**src/lbpg_pkg.sv**
```systemverilog
package lbpg_pkg;

    // Pattern codes as carried by a pattern-change request.
    typedef enum logic [2:0] {
        PAT_OFF   = 3'd0,
        PAT_ON    = 3'd1,
        PAT_SLOW  = 3'd2,
        PAT_FAST  = 3'd3,
        PAT_HEART = 3'd4,
        PAT_ERROR = 3'd5
    } t_pattern;

    // Request kinds carried in tuser.
    localparam logic MODE_TICK   = 1'b0;
    localparam logic MODE_SELECT = 1'b1;

    // Configuration register indexes.
    localparam int unsigned CFG_INDEX_BITS = 2;
    localparam logic [CFG_INDEX_BITS-1:0] CFG_SLOW_PERIOD  = 2'd0;
    localparam logic [CFG_INDEX_BITS-1:0] CFG_FAST_PERIOD  = 2'd1;
    localparam logic [CFG_INDEX_BITS-1:0] CFG_HEART_PERIOD = 2'd2;
    localparam logic [CFG_INDEX_BITS-1:0] CFG_ERROR_PERIOD = 2'd3;

    localparam int unsigned PERIOD_BITS = 16;
    localparam logic [PERIOD_BITS-1:0] SLOW_PERIOD_RST  = 16'd500;
    localparam logic [PERIOD_BITS-1:0] FAST_PERIOD_RST  = 16'd100;
    localparam logic [PERIOD_BITS-1:0] HEART_PERIOD_RST = 16'd150;
    localparam logic [PERIOD_BITS-1:0] ERROR_PERIOD_RST = 16'd80;

    // Step counts of the multi-step patterns.
    localparam int unsigned STEP_BITS = 4;
    localparam logic [STEP_BITS:0] HEART_STEPS = 5'd6;
    localparam logic [STEP_BITS:0] ERROR_STEPS = 5'd10;

    // Field widths of the stream payload.
    localparam int unsigned IN_TIME_BITS = 32;
    localparam int unsigned S_TDATA_BITS = 40;
    localparam int unsigned M_TDATA_BITS = 8;

    // Pattern state apart from the step time stamp.
    typedef struct packed {
        t_pattern              pattern;
        logic                  led;
        logic [STEP_BITS-1:0]  step;
    } t_led_state;

    // Programmed step periods.
    typedef struct packed {
        logic [PERIOD_BITS-1:0] slow;
        logic [PERIOD_BITS-1:0] fast;
        logic [PERIOD_BITS-1:0] heart;
        logic [PERIOD_BITS-1:0] error;
    } t_periods;

endpackage

```
**src/lbpg_step.sv**
```systemverilog
module lbpg_step
    import lbpg_pkg::*;
#(
    parameter int unsigned TIME_BITS = 32
) (
    input  logic                 i_mode,
    input  logic [TIME_BITS-1:0] i_now,
    input  logic [2:0]           i_pattern,
    input  t_periods             i_periods,
    input  t_led_state           i_state,
    input  logic [TIME_BITS-1:0] i_last_time,
    output t_led_state           o_state,
    output logic [TIME_BITS-1:0] o_last_time
);

    logic [TIME_BITS-1:0]   w_diff;
    logic [PERIOD_BITS-1:0] w_period;
    logic                   w_elapsed;
    logic [STEP_BITS:0]     w_step_inc;
    logic [STEP_BITS-1:0]   w_heart_step;
    logic [STEP_BITS-1:0]   w_error_step;

    // Elapsed time since the last step, wrapping at the time width.
    assign w_diff = i_now - i_last_time;

    always_comb begin
        case (i_state.pattern)
            PAT_SLOW:  w_period = i_periods.slow;
            PAT_FAST:  w_period = i_periods.fast;
            PAT_HEART: w_period = i_periods.heart;
            PAT_ERROR: w_period = i_periods.error;
            default:   w_period = '0;
        endcase
    end

    assign w_elapsed = (w_diff >= TIME_BITS'(w_period));

    // Next step of the heartbeat and error sequences.
    assign w_step_inc   = {1'b0, i_state.step} + 1'b1;
    assign w_heart_step = (w_step_inc >= HEART_STEPS) ? '0 : w_step_inc[STEP_BITS-1:0];
    assign w_error_step = (w_step_inc >= ERROR_STEPS) ? '0 : w_step_inc[STEP_BITS-1:0];

    // Next state for one request.
    always_comb begin
        o_state     = i_state;
        o_last_time = i_last_time;
        if (i_mode == MODE_SELECT) begin
            // Undefined codes and the active pattern leave everything as it is.
            if (i_pattern <= 3'(PAT_ERROR) && i_pattern != i_state.pattern) begin
                o_state.pattern = t_pattern'(i_pattern);
                o_state.step    = '0;
                o_last_time     = i_now;
            end
        end else begin
            case (i_state.pattern)
                PAT_OFF: begin
                    o_state.led = 1'b0;
                end
                PAT_ON: begin
                    o_state.led = 1'b1;
                end
                PAT_SLOW, PAT_FAST: begin
                    if (w_elapsed) begin
                        o_last_time = i_now;
                        o_state.led = ~i_state.led;
                    end
                end
                PAT_HEART: begin
                    if (w_elapsed) begin
                        o_last_time  = i_now;
                        o_state.step = w_heart_step;
                        o_state.led  = (w_heart_step == 4'd0) || (w_heart_step == 4'd2);
                    end
                end
                PAT_ERROR: begin
                    if (w_elapsed) begin
                        o_last_time  = i_now;
                        o_state.step = w_error_step;
                        o_state.led  = (w_error_step == 4'd0) || (w_error_step == 4'd2)
                                    || (w_error_step == 4'd4);
                    end
                end
                default: begin
                    o_state = i_state;
                end
            endcase
        end
    end

endmodule

```
**src/led_blink_pattern_generator_unit.sv**
```systemverilog
// Status LED blink pattern generator.
//
// Requests arrive on the slave stream. tuser selects the kind: a time tick
// (tick time in tdata) or a pattern change (new pattern and current time).
// Every request yields one result on the master stream carrying the LED
// level after that request was applied.
// The step periods are set through the write port (index, data, enable);
// write them only while no request is in flight, the block does not enforce it.
//
// A request accepted from the slave stream is held in the input register,
// then applied to the pattern state as its result is written to the result
// register. One request per cycle is sustained while the receiver takes
// results; the state update is a single subtract, compare and step increment.
// Reset returns the periods to 500, 100, 150 and 80 ms, the pattern to off,
// the LED to dark and empties both registers. When the receiver stalls the
// result holds, the input register fills, and tready drops after one more
// request until the result is taken.
module led_blink_pattern_generator_unit
    import lbpg_pkg::*;
#(
    parameter int unsigned TIME_BITS = 32
) (
    input  logic                      i_clk,
    input  logic                      i_rst_n,
    // Configuration write port.
    input  logic                      i_cfg_we,
    input  logic [CFG_INDEX_BITS-1:0] i_cfg_index,
    input  logic [PERIOD_BITS-1:0]    i_cfg_wdata,
    // Request stream.
    input  logic                      i_s_axis_tvalid,
    output logic                      o_s_axis_tready,
    input  logic [S_TDATA_BITS-1:0]   i_s_axis_tdata,  // time_ms[31:0], pattern[34:32], zero
    input  logic                      i_s_axis_tuser,  // mode
    // Result stream.
    output logic                      o_m_axis_tvalid,
    input  logic                      i_m_axis_tready,
    output logic [M_TDATA_BITS-1:0]   o_m_axis_tdata   // led_on[0], zero
);

    localparam int unsigned EXT_BITS = TIME_BITS + IN_TIME_BITS;

    t_periods               r_periods;
    logic                   r_in_valid;
    logic                   r_in_mode;
    logic [TIME_BITS-1:0]   r_in_time;
    logic [2:0]             r_in_pattern;
    t_led_state             r_state;
    t_led_state             n_state;
    logic [TIME_BITS-1:0]   r_last_time;
    logic [TIME_BITS-1:0]   n_last_time;
    logic                   r_out_valid;
    logic                   r_out_led;
    logic                   w_adv;
    logic                   w_in_take;
    logic [EXT_BITS-1:0]    w_time_ext;

    // Time taken modulo the internal time width.
    assign w_time_ext = EXT_BITS'(i_s_axis_tdata[IN_TIME_BITS-1:0]);

    // The result register can take a new value when empty or being drained.
    assign w_adv           = ~r_out_valid | i_m_axis_tready;
    assign o_s_axis_tready = ~r_in_valid | w_adv;
    assign w_in_take       = i_s_axis_tvalid & o_s_axis_tready;

    // Configuration registers.
    always_ff @(posedge i_clk) begin
        if (!i_rst_n) begin
            r_periods.slow  <= SLOW_PERIOD_RST;
            r_periods.fast  <= FAST_PERIOD_RST;
            r_periods.heart <= HEART_PERIOD_RST;
            r_periods.error <= ERROR_PERIOD_RST;
        end else if (i_cfg_we) begin
            case (i_cfg_index)
                CFG_SLOW_PERIOD:  r_periods.slow  <= i_cfg_wdata;
                CFG_FAST_PERIOD:  r_periods.fast  <= i_cfg_wdata;
                CFG_HEART_PERIOD: r_periods.heart <= i_cfg_wdata;
                CFG_ERROR_PERIOD: r_periods.error <= i_cfg_wdata;
                default: ;
            endcase
        end
    end

    // Input register.
    always_ff @(posedge i_clk) begin
        if (!i_rst_n) begin
            r_in_valid <= 1'b0;
        end else if (o_s_axis_tready) begin
            r_in_valid <= i_s_axis_tvalid;
        end
    end

    always_ff @(posedge i_clk) begin
        if (w_in_take) begin
            r_in_mode    <= i_s_axis_tuser;
            r_in_time    <= w_time_ext[TIME_BITS-1:0];
            r_in_pattern <= i_s_axis_tdata[IN_TIME_BITS+2:IN_TIME_BITS];
        end
    end

    // Pattern state update for the registered request.
    lbpg_step #(
        .TIME_BITS (TIME_BITS)
    ) u_step (
        .i_mode      (r_in_mode),
        .i_now       (r_in_time),
        .i_pattern   (r_in_pattern),
        .i_periods   (r_periods),
        .i_state     (r_state),
        .i_last_time (r_last_time),
        .o_state     (n_state),
        .o_last_time (n_last_time)
    );

    always_ff @(posedge i_clk) begin
        if (!i_rst_n) begin
            r_state.pattern <= PAT_OFF;
            r_state.led     <= 1'b0;
            r_state.step    <= '0;
            r_last_time     <= '0;
        end else if (r_in_valid && w_adv) begin
            r_state     <= n_state;
            r_last_time <= n_last_time;
        end
    end

    // Result register.
    always_ff @(posedge i_clk) begin
        if (!i_rst_n) begin
            r_out_valid <= 1'b0;
        end else if (w_adv) begin
            r_out_valid <= r_in_valid;
        end
    end

    always_ff @(posedge i_clk) begin
        if (r_in_valid && w_adv) begin
            r_out_led <= n_state.led;
        end
    end

    assign o_m_axis_tvalid = r_out_valid;
    assign o_m_axis_tdata  = M_TDATA_BITS'(r_out_led);

    // A tick under the off pattern darkens the LED.
    a_off_dark : assert property (@(posedge i_clk) disable iff (!i_rst_n)
        (r_in_valid && w_adv && r_in_mode == MODE_TICK && r_state.pattern == PAT_OFF)
        |=> !r_out_led)
        else $error("off pattern tick left LED lit");

    // A tick under the on pattern lights the LED.
    a_on_lit : assert property (@(posedge i_clk) disable iff (!i_rst_n)
        (r_in_valid && w_adv && r_in_mode == MODE_TICK && r_state.pattern == PAT_ON)
        |=> r_out_led)
        else $error("on pattern tick left LED dark");

    // A pattern change never moves the LED level.
    a_select_keeps_led : assert property (@(posedge i_clk) disable iff (!i_rst_n)
        (r_in_valid && w_adv && r_in_mode == MODE_SELECT)
        |=> (r_state.led == $past(r_state.led)) && (r_out_led == $past(r_state.led)))
        else $error("pattern change altered LED level");

    // The step counter stays within the longest sequence.
    a_step_range : assert property (@(posedge i_clk) disable iff (!i_rst_n)
        {1'b0, r_state.step} < ERROR_STEPS)
        else $error("step index out of range");

    // A change to another pattern restarts the sequence at its first step.
    a_select_clears_step : assert property (@(posedge i_clk) disable iff (!i_rst_n)
        (r_in_valid && w_adv && r_in_mode == MODE_SELECT && r_in_pattern != r_state.pattern
         && r_in_pattern <= 3'(PAT_ERROR))
        |=> (r_state.step == '0) && (r_last_time == $past(r_in_time)))
        else $error("pattern change did not restart the sequence");

endmodule
```
**config.mk**
```make
export PLATFORM = sky130hd
export DESIGN_NAME = led_blink_pattern_generator_unit
export DESIGN_NICKNAME = d
export VERILOG_FILES = /design/src/lbpg_pkg.sv /design/src/lbpg_step.sv /design/src/led_blink_pattern_generator_unit.sv
export SDC_FILE = /design/constraint.sdc
export NUM_CORES = 1
export LEC_CHECK = 0
export BUFFER_PORTS_ARGS = -buffer_cell sky130_fd_sc_hd__buf_2
export CORE_MARGIN = 4
export CORE_UTILIZATION = 44
export CTS_CLUSTER_DIAMETER = 150
export CTS_CLUSTER_SIZE = 24
export DETAILED_ROUTE_END_ITERATION = 16
export MAX_ROUTING_LAYER = met4
export PLACE_DENSITY = 0.62
export SYNTH_ARGS = -nofsm -noshare
export SYNTH_HDL_FRONTEND = slang
export SYNTH_SLANG_ARGS = --single-unit
export TNS_END_PERCENT = 20
```
**constraint.sdc**
```tcl
create_clock -name i_clk -period 7 [get_ports i_clk]
set_clock_uncertainty 0.05 [all_clocks]
set_input_delay 0.35 -clock i_clk [delete_from_list [all_inputs] [get_ports i_clk]]
set_output_delay 0.35 -clock i_clk [all_outputs]
set_load 0.1 [all_outputs]
```
Yosys cells after proc, flatten, opt, wreduce, memory -nomap -nowiden
Index checks and enable logic that the tools add are counted.

Output and inout bits: 10. Register bits: 143. Input bits: 64. Word-level logic and storage cells: 77.

Eq/ne operators: 15. Bitwise operators: 6. Add/subtract/negate cells: 2. Reductions and logical operators: 21. Mux-type cells: 15. Order comparisons: 4.

Operators by type and width (number): $mux W32 (4); $pmux W16 S4 (1); $ge A32 B16 Y1 (1); $sub A32 B32 Y32 (1); $mux W4 (4); $mux W5 (2); $eq A4 B2 Y1 const B (2); $logic_not A4 Y1 (2); $pmux W4 S2 (1); $reduce_and A2 Y1 (4); $eq A3 B2 Y1 const B (2); $eq A3 B3 Y1 const B (2); $ne A3 B2 Y1 const B (2); $add A4 B1 Y5 const B (1); $ge A5 B3 Y1 const B (1); $ge A5 B4 Y1 const B (1); $pmux W1 S5 (1); $reduce_and A5 Y1 (1); $eq A2 B2 Y1 const B (2); $eq A4 B3 Y1 const B (1); $reduce_and A4 Y1 (1); $reduce_bool A2 Y1 (2); $reduce_or A4 Y1 (1); $eq A3 B1 Y1 const B (1); 15 further kinds (22).

Longest topological paths before layout
Depth after elaboration: 9. Depth in mapped cells: 24. Gate-level depth less buffers: 21.

Cells and area by module
A second synthesis with hierarchy kept.

Cell total of the unflattened synthesis: 1056. Area total of the unflattened synthesis: 9117.5 um^2.

By module, submodules not included: led_blink_pattern_generator_unit (cells an instance 469, area each 5098.6 um^2, times used 1, sequential area each 3233.1 um^2); lbpg_step (cells an instance 587, area each 4018.9 um^2, times used 1, sequential area each 0.0 um^2).

Least setup slack after synthesis
No wires, ideal clock.

Path kind: reg-to-reg. Start point: register r_in_time[0]. End point: register r_last_time[10]. Required time: 6832 ps. Period minus slack after synthesis: 4964 ps. Library setup time: 118 ps. Arrival: 4796 ps. Cell stages (with the launch flop): 24. Setup slack: 2036 ps. Path buffers: 3. Cell sequence: edfxtp_1 -> inv_1 -> ha_1 -> inv_1 -> fa_1 -> a211oi_1 -> o21ai_0 -> nand3_1 -> nand3_1 -> xor2_1 -> ha_1 -> a21o_1 -> a221o_1 -> nor4_1 -> nand3_1 -> nor4_2 -> nand3_1 -> or4_1 -> or3_1 -> buf_6 -> a31o_1 -> buf_6 -> buf_12 -> mux2i_1.

Word-level cells in the longest chain between the ends: 4.

Ends and longest elaborated chain: start: declaration (line led_blink_pattern_generator_unit.sv:45) `logic [TIME_BITS-1:0] r_in_time;`; start signal: assignment (line led_blink_pattern_generator_unit.sv:95) `r_in_time <= w_time_ext[TIME_BITS-1:0];`; $sub A32 B32 Y32 (line lbpg_step.sv:24) `assign w_diff = i_now - i_last_time;`; $ge A32 B16 Y1 (line lbpg_step.sv:36) `assign w_elapsed = (w_diff >= TIME_BITS'(w_period));`; $reduce_bool A2 Y1 (no line); $reduce_and A4 Y1 (no line); end signal: assignment (line led_blink_pattern_generator_unit.sv:122) `r_last_time <= n_last_time;`; end: declaration (line led_blink_pattern_generator_unit.sv:49) `logic [TIME_BITS-1:0] r_last_time;`.

No other way between the ends. A chain may end at the register's enable or synchronous reset.

Worst setup path after layout
Start point: register r_in_time[0]. End point: register r_last_time[11].

Same word-level chain as after synthesis.

==> impl_metrics.json <==
{
  "finalNetCount": 1138,
  "routed_wl_mm": 19.3,
  "r2r_cells": 20,
  "synth_warnings": 0,
  "cts_tree": "yes",
  "core_um2": 18900,
  "post-cts-setup-buffer-count": 0,
  "synth_ff_type": "dfxtp_1",
  "grt_use_met3_pct": 4.13,
  "clkSlewWorstSetupHoldPaths_ns": 0.06,
  "dieArea_um2": 21700,
  "grt_setup_unrepaired": "no",
  "place.gp.congestion": 0.878,
  "row_count": 50,
  "arrival_ns": 5.97,
  "fin_setup_tns_ns": 0,
  "yosysSeqAreaShare_pct": 37.9,
  "io_pins": 74,
  "irDropWorstVdd_uv": 154,
  "worstHoldPathCells": 1,
  "ant_nets": 0,
  "slew_violations": 0,
  "status": "completed",
  "portBuffers": 61,
  "area_growth_pct": 10.9,
  "final_common_cell": "nand2_1",
  "cp-start-kind": "flip-flop",
  "cts-buffers-inserted": 17,
  "synthArstFlopShare_pct": 0,
  "synth-seq-cells": 143,
  "start_util_pct": 45.2,
  "cpMaxStageDelayCell": "a31o_2",
  "clockBufferDepth": 2,
  "die-width_um": 147,
  "grt_start_max_net_pins": 93,
  "grt_pass1_vias": 6551,
  "wire_per_inst_um": 14.9,
  "cp_cell_sequence": "inv_1, ha_1, inv_1, fa_1, a211oi_1, o21ai_0, nand3_1, nand3_1, xor2_1, ha_1, a21o_1, a221o_1, nor4_1, nand3_1, nor4_2, nand3_1, or4_1, or3_1, a31o_2, mux2i_1",
  "critPathMaxStageDelay_ns": 0.56,
  "pwr_density_cell_nw_per_um2": 236,
  "crit_top_cell": "nand3_1",
  "initialDrtViolationCount": 401,
  "hpwlAfterDp_mm": 13.5,
  "antenna_found_initial": 1,
  "synth-edff-count": 37,
  "die_y_um": 147,
  "cp-end-kind": "flip-flop",
  "grt-ovfl-total": 0,
  "netlist_area_um2": 8540,
  "relSlewSlack_pct": 26.5,
  "netlist_instances": 1002,
  "cp.required_ns": 7.20,
  "drive_above_1_share_pct": 10.8,
  "grt_pass1_wl_mm": 32.6,
  "track_usage_pct": 18.8,
  "synth_top_area_cell": "dfxtp_1",
  "setup_viol": 0,
  "timing.final.crit_share_pct": 82.4,
  "htree_levels": 4,
  "final_cell_mix": "nand2_1, dfxtp_1, mux2i_1, buf_2, a21boi_0",
  "place_area_um2": 8830,
  "use_met2_pct": 29.1,
  "num_vias": 6879,
  "drv_cap": 0,
  "finalHoldViolations": 0,
  "hold_buffers": 0,
  "remaining_drc_errors": 0,
  "ys_top_cells_by_area": "dfxtp_1, edfxtp_1, nand2_1",
  "power.leakage_nw": 3.50,
  "tightest_slew_ns": 1.10,
  "timing.fmax_ghz": 0.173,
  "grt.busiest_layer": "met2",
  "synth.top_cell.area_share_pct": 24.9,
  "stdcell_area_um2": 9470,
  "min_period_ns": 5.77,
  "cts_root_buf": "clkbuf_16",
  "cts_resized": 0,
  "clock-sinks": 143,
  "critPathKind": "reg -> reg",
  "drtPass1Iterations": 5,
  "post_drt_via_cell_ratio": 5.30,
  "clk-insertion-delay-late_ns": 0.43,
  "met1_usage_pct": 25.0,
  "worst-path-max-fanout": 32,
  "hold_class": "in -> reg",
  "avgSynthCellArea_um2": 8.52,
  "synth_cell_types": 74
}
[logic make-up (layout without fill, tap and decap cells)]
logic type / count (synthesis) / in the layout / synth area share (%)
compound gates: 210 / 210 / 16.9
xor+xnor: 26 / 26 / 2.67
fa+ha+maj: 50 / 50 / 7.42
buf+inv: 112 / 140 / 6.60
flops: 143 / 143 / 37.9
mux: 69 / 69 / 8.09
other cells: 1 / 8 / 0.0439
simple gates: 391 / 391 / 20.4
[critical path: cells and delay by family (launching register included)]
family	cells	cell delay [ns]
xor gates and xnor gates	1	0.20
muxes	1	0.23
adders and majority gates	3	0.89
buffers and inverters	2	0.12
and+or+nand+nor	8	2.09
AOI/OAI and AO/OA	5	1.58
DFF	1	0.38
[per-stage QoR]
stage | hold WS [ns] | instances | power, W | setup slack [ns] | util (%)
final | 0.0469 | 1297 | 0.00223 | 1.23 | 50.1
after global routing | 0.0309 | 1297 | 0.00234 | 0.944 | 50.1
after CTS | 0.0250 | 1296 | 0.00225 | 1.26 | 50.1
after detailed placement | 0.400 | 1265 | 0.00130 | 1.25 | 46.7
after global placement | 0.392 | 1265 | 0.00129 | 1.35 | 46.7
after floorplan | 0.385 | 1008 | 0.00122 | 2.04 | -
[power by group]
part / total (W) / leakage [nW] / internal (W) / switching [W]
registers: 0.000909 / 1.22 / 0.000886 / 0.0000227
clock network: 0.000951 / 0.311 / 0.000601 / 0.000349
logic: 0.000373 / 1.97 / 0.000141 / 0.000232
[layout make-up]
cell class | instances | area [um2]
clock buffers | 26 | 573
inverters | 44 | 165
multi-input cells | 753 | 4770
fillers | 1820 | 9430
diodes | 1 | 2.50
repair buffers | 65 | 338
clock inverters | 5 | 61.3
flip-flops and latches | 143 | 3230
well taps | 260 | 325
[synthesized netlist by cell type (all sizes together), types with 5 or more instances]
cell type and instances:
a21o 5, dfxtp 106, nor2 34, inv 44, nand4 18, ha 49
a21boi 50, a211oi 10, xor2 12, o21ai 27, o22a 15, edfxtp 37
nand2b 8, nor3 13, nand2 242, a31oi 8, and3 6, xnor2 14
nor2b 12, nand3 31, o21a 7, buf 30, o211ai 9, clkbuf 38
mux2i 69, a21oi 52
[flip-flops by register name, indices dropped and copies added, names as in the netlist]
| register | count |
|---|---|
| r_state | 8 |
| r_in_pattern | 3 |
| o_m_axis_tvalid | 1 |
| r_in_valid | 1 |
| r_last_time | 32 |
| r_out_led | 1 |
| r_in_time | 32 |
| r_periods | 64 |
| r_in_mode | 1 |
[final timing paths]
check / from / to / slack (ns)
max: r_in_time[0]$_DFFE_PP_ / r_last_time[11]$_SDFFE_PN0P_ / 1.23
min reg2reg: r_last_time[4]$_SDFFE_PN0P_ / r_last_time[4]$_SDFFE_PN0P_ / 0.40
max reg2reg: r_in_time[0]$_DFFE_PP_ / r_last_time[11]$_SDFFE_PN0P_ / 1.23
min: i_s_axis_tdata[22] / r_in_time[22]$_DFFE_PP_ / 0.05
[layer usage]
layer  share of wire, %  vias to the layer above
met4                1.2                        0
met3                5.2                       23
li1                   -                     3523
met2                 45                      169
met5                  0                        -
met1                 48                     3164
Note: power is estimated with default switching activity, not from simulation.
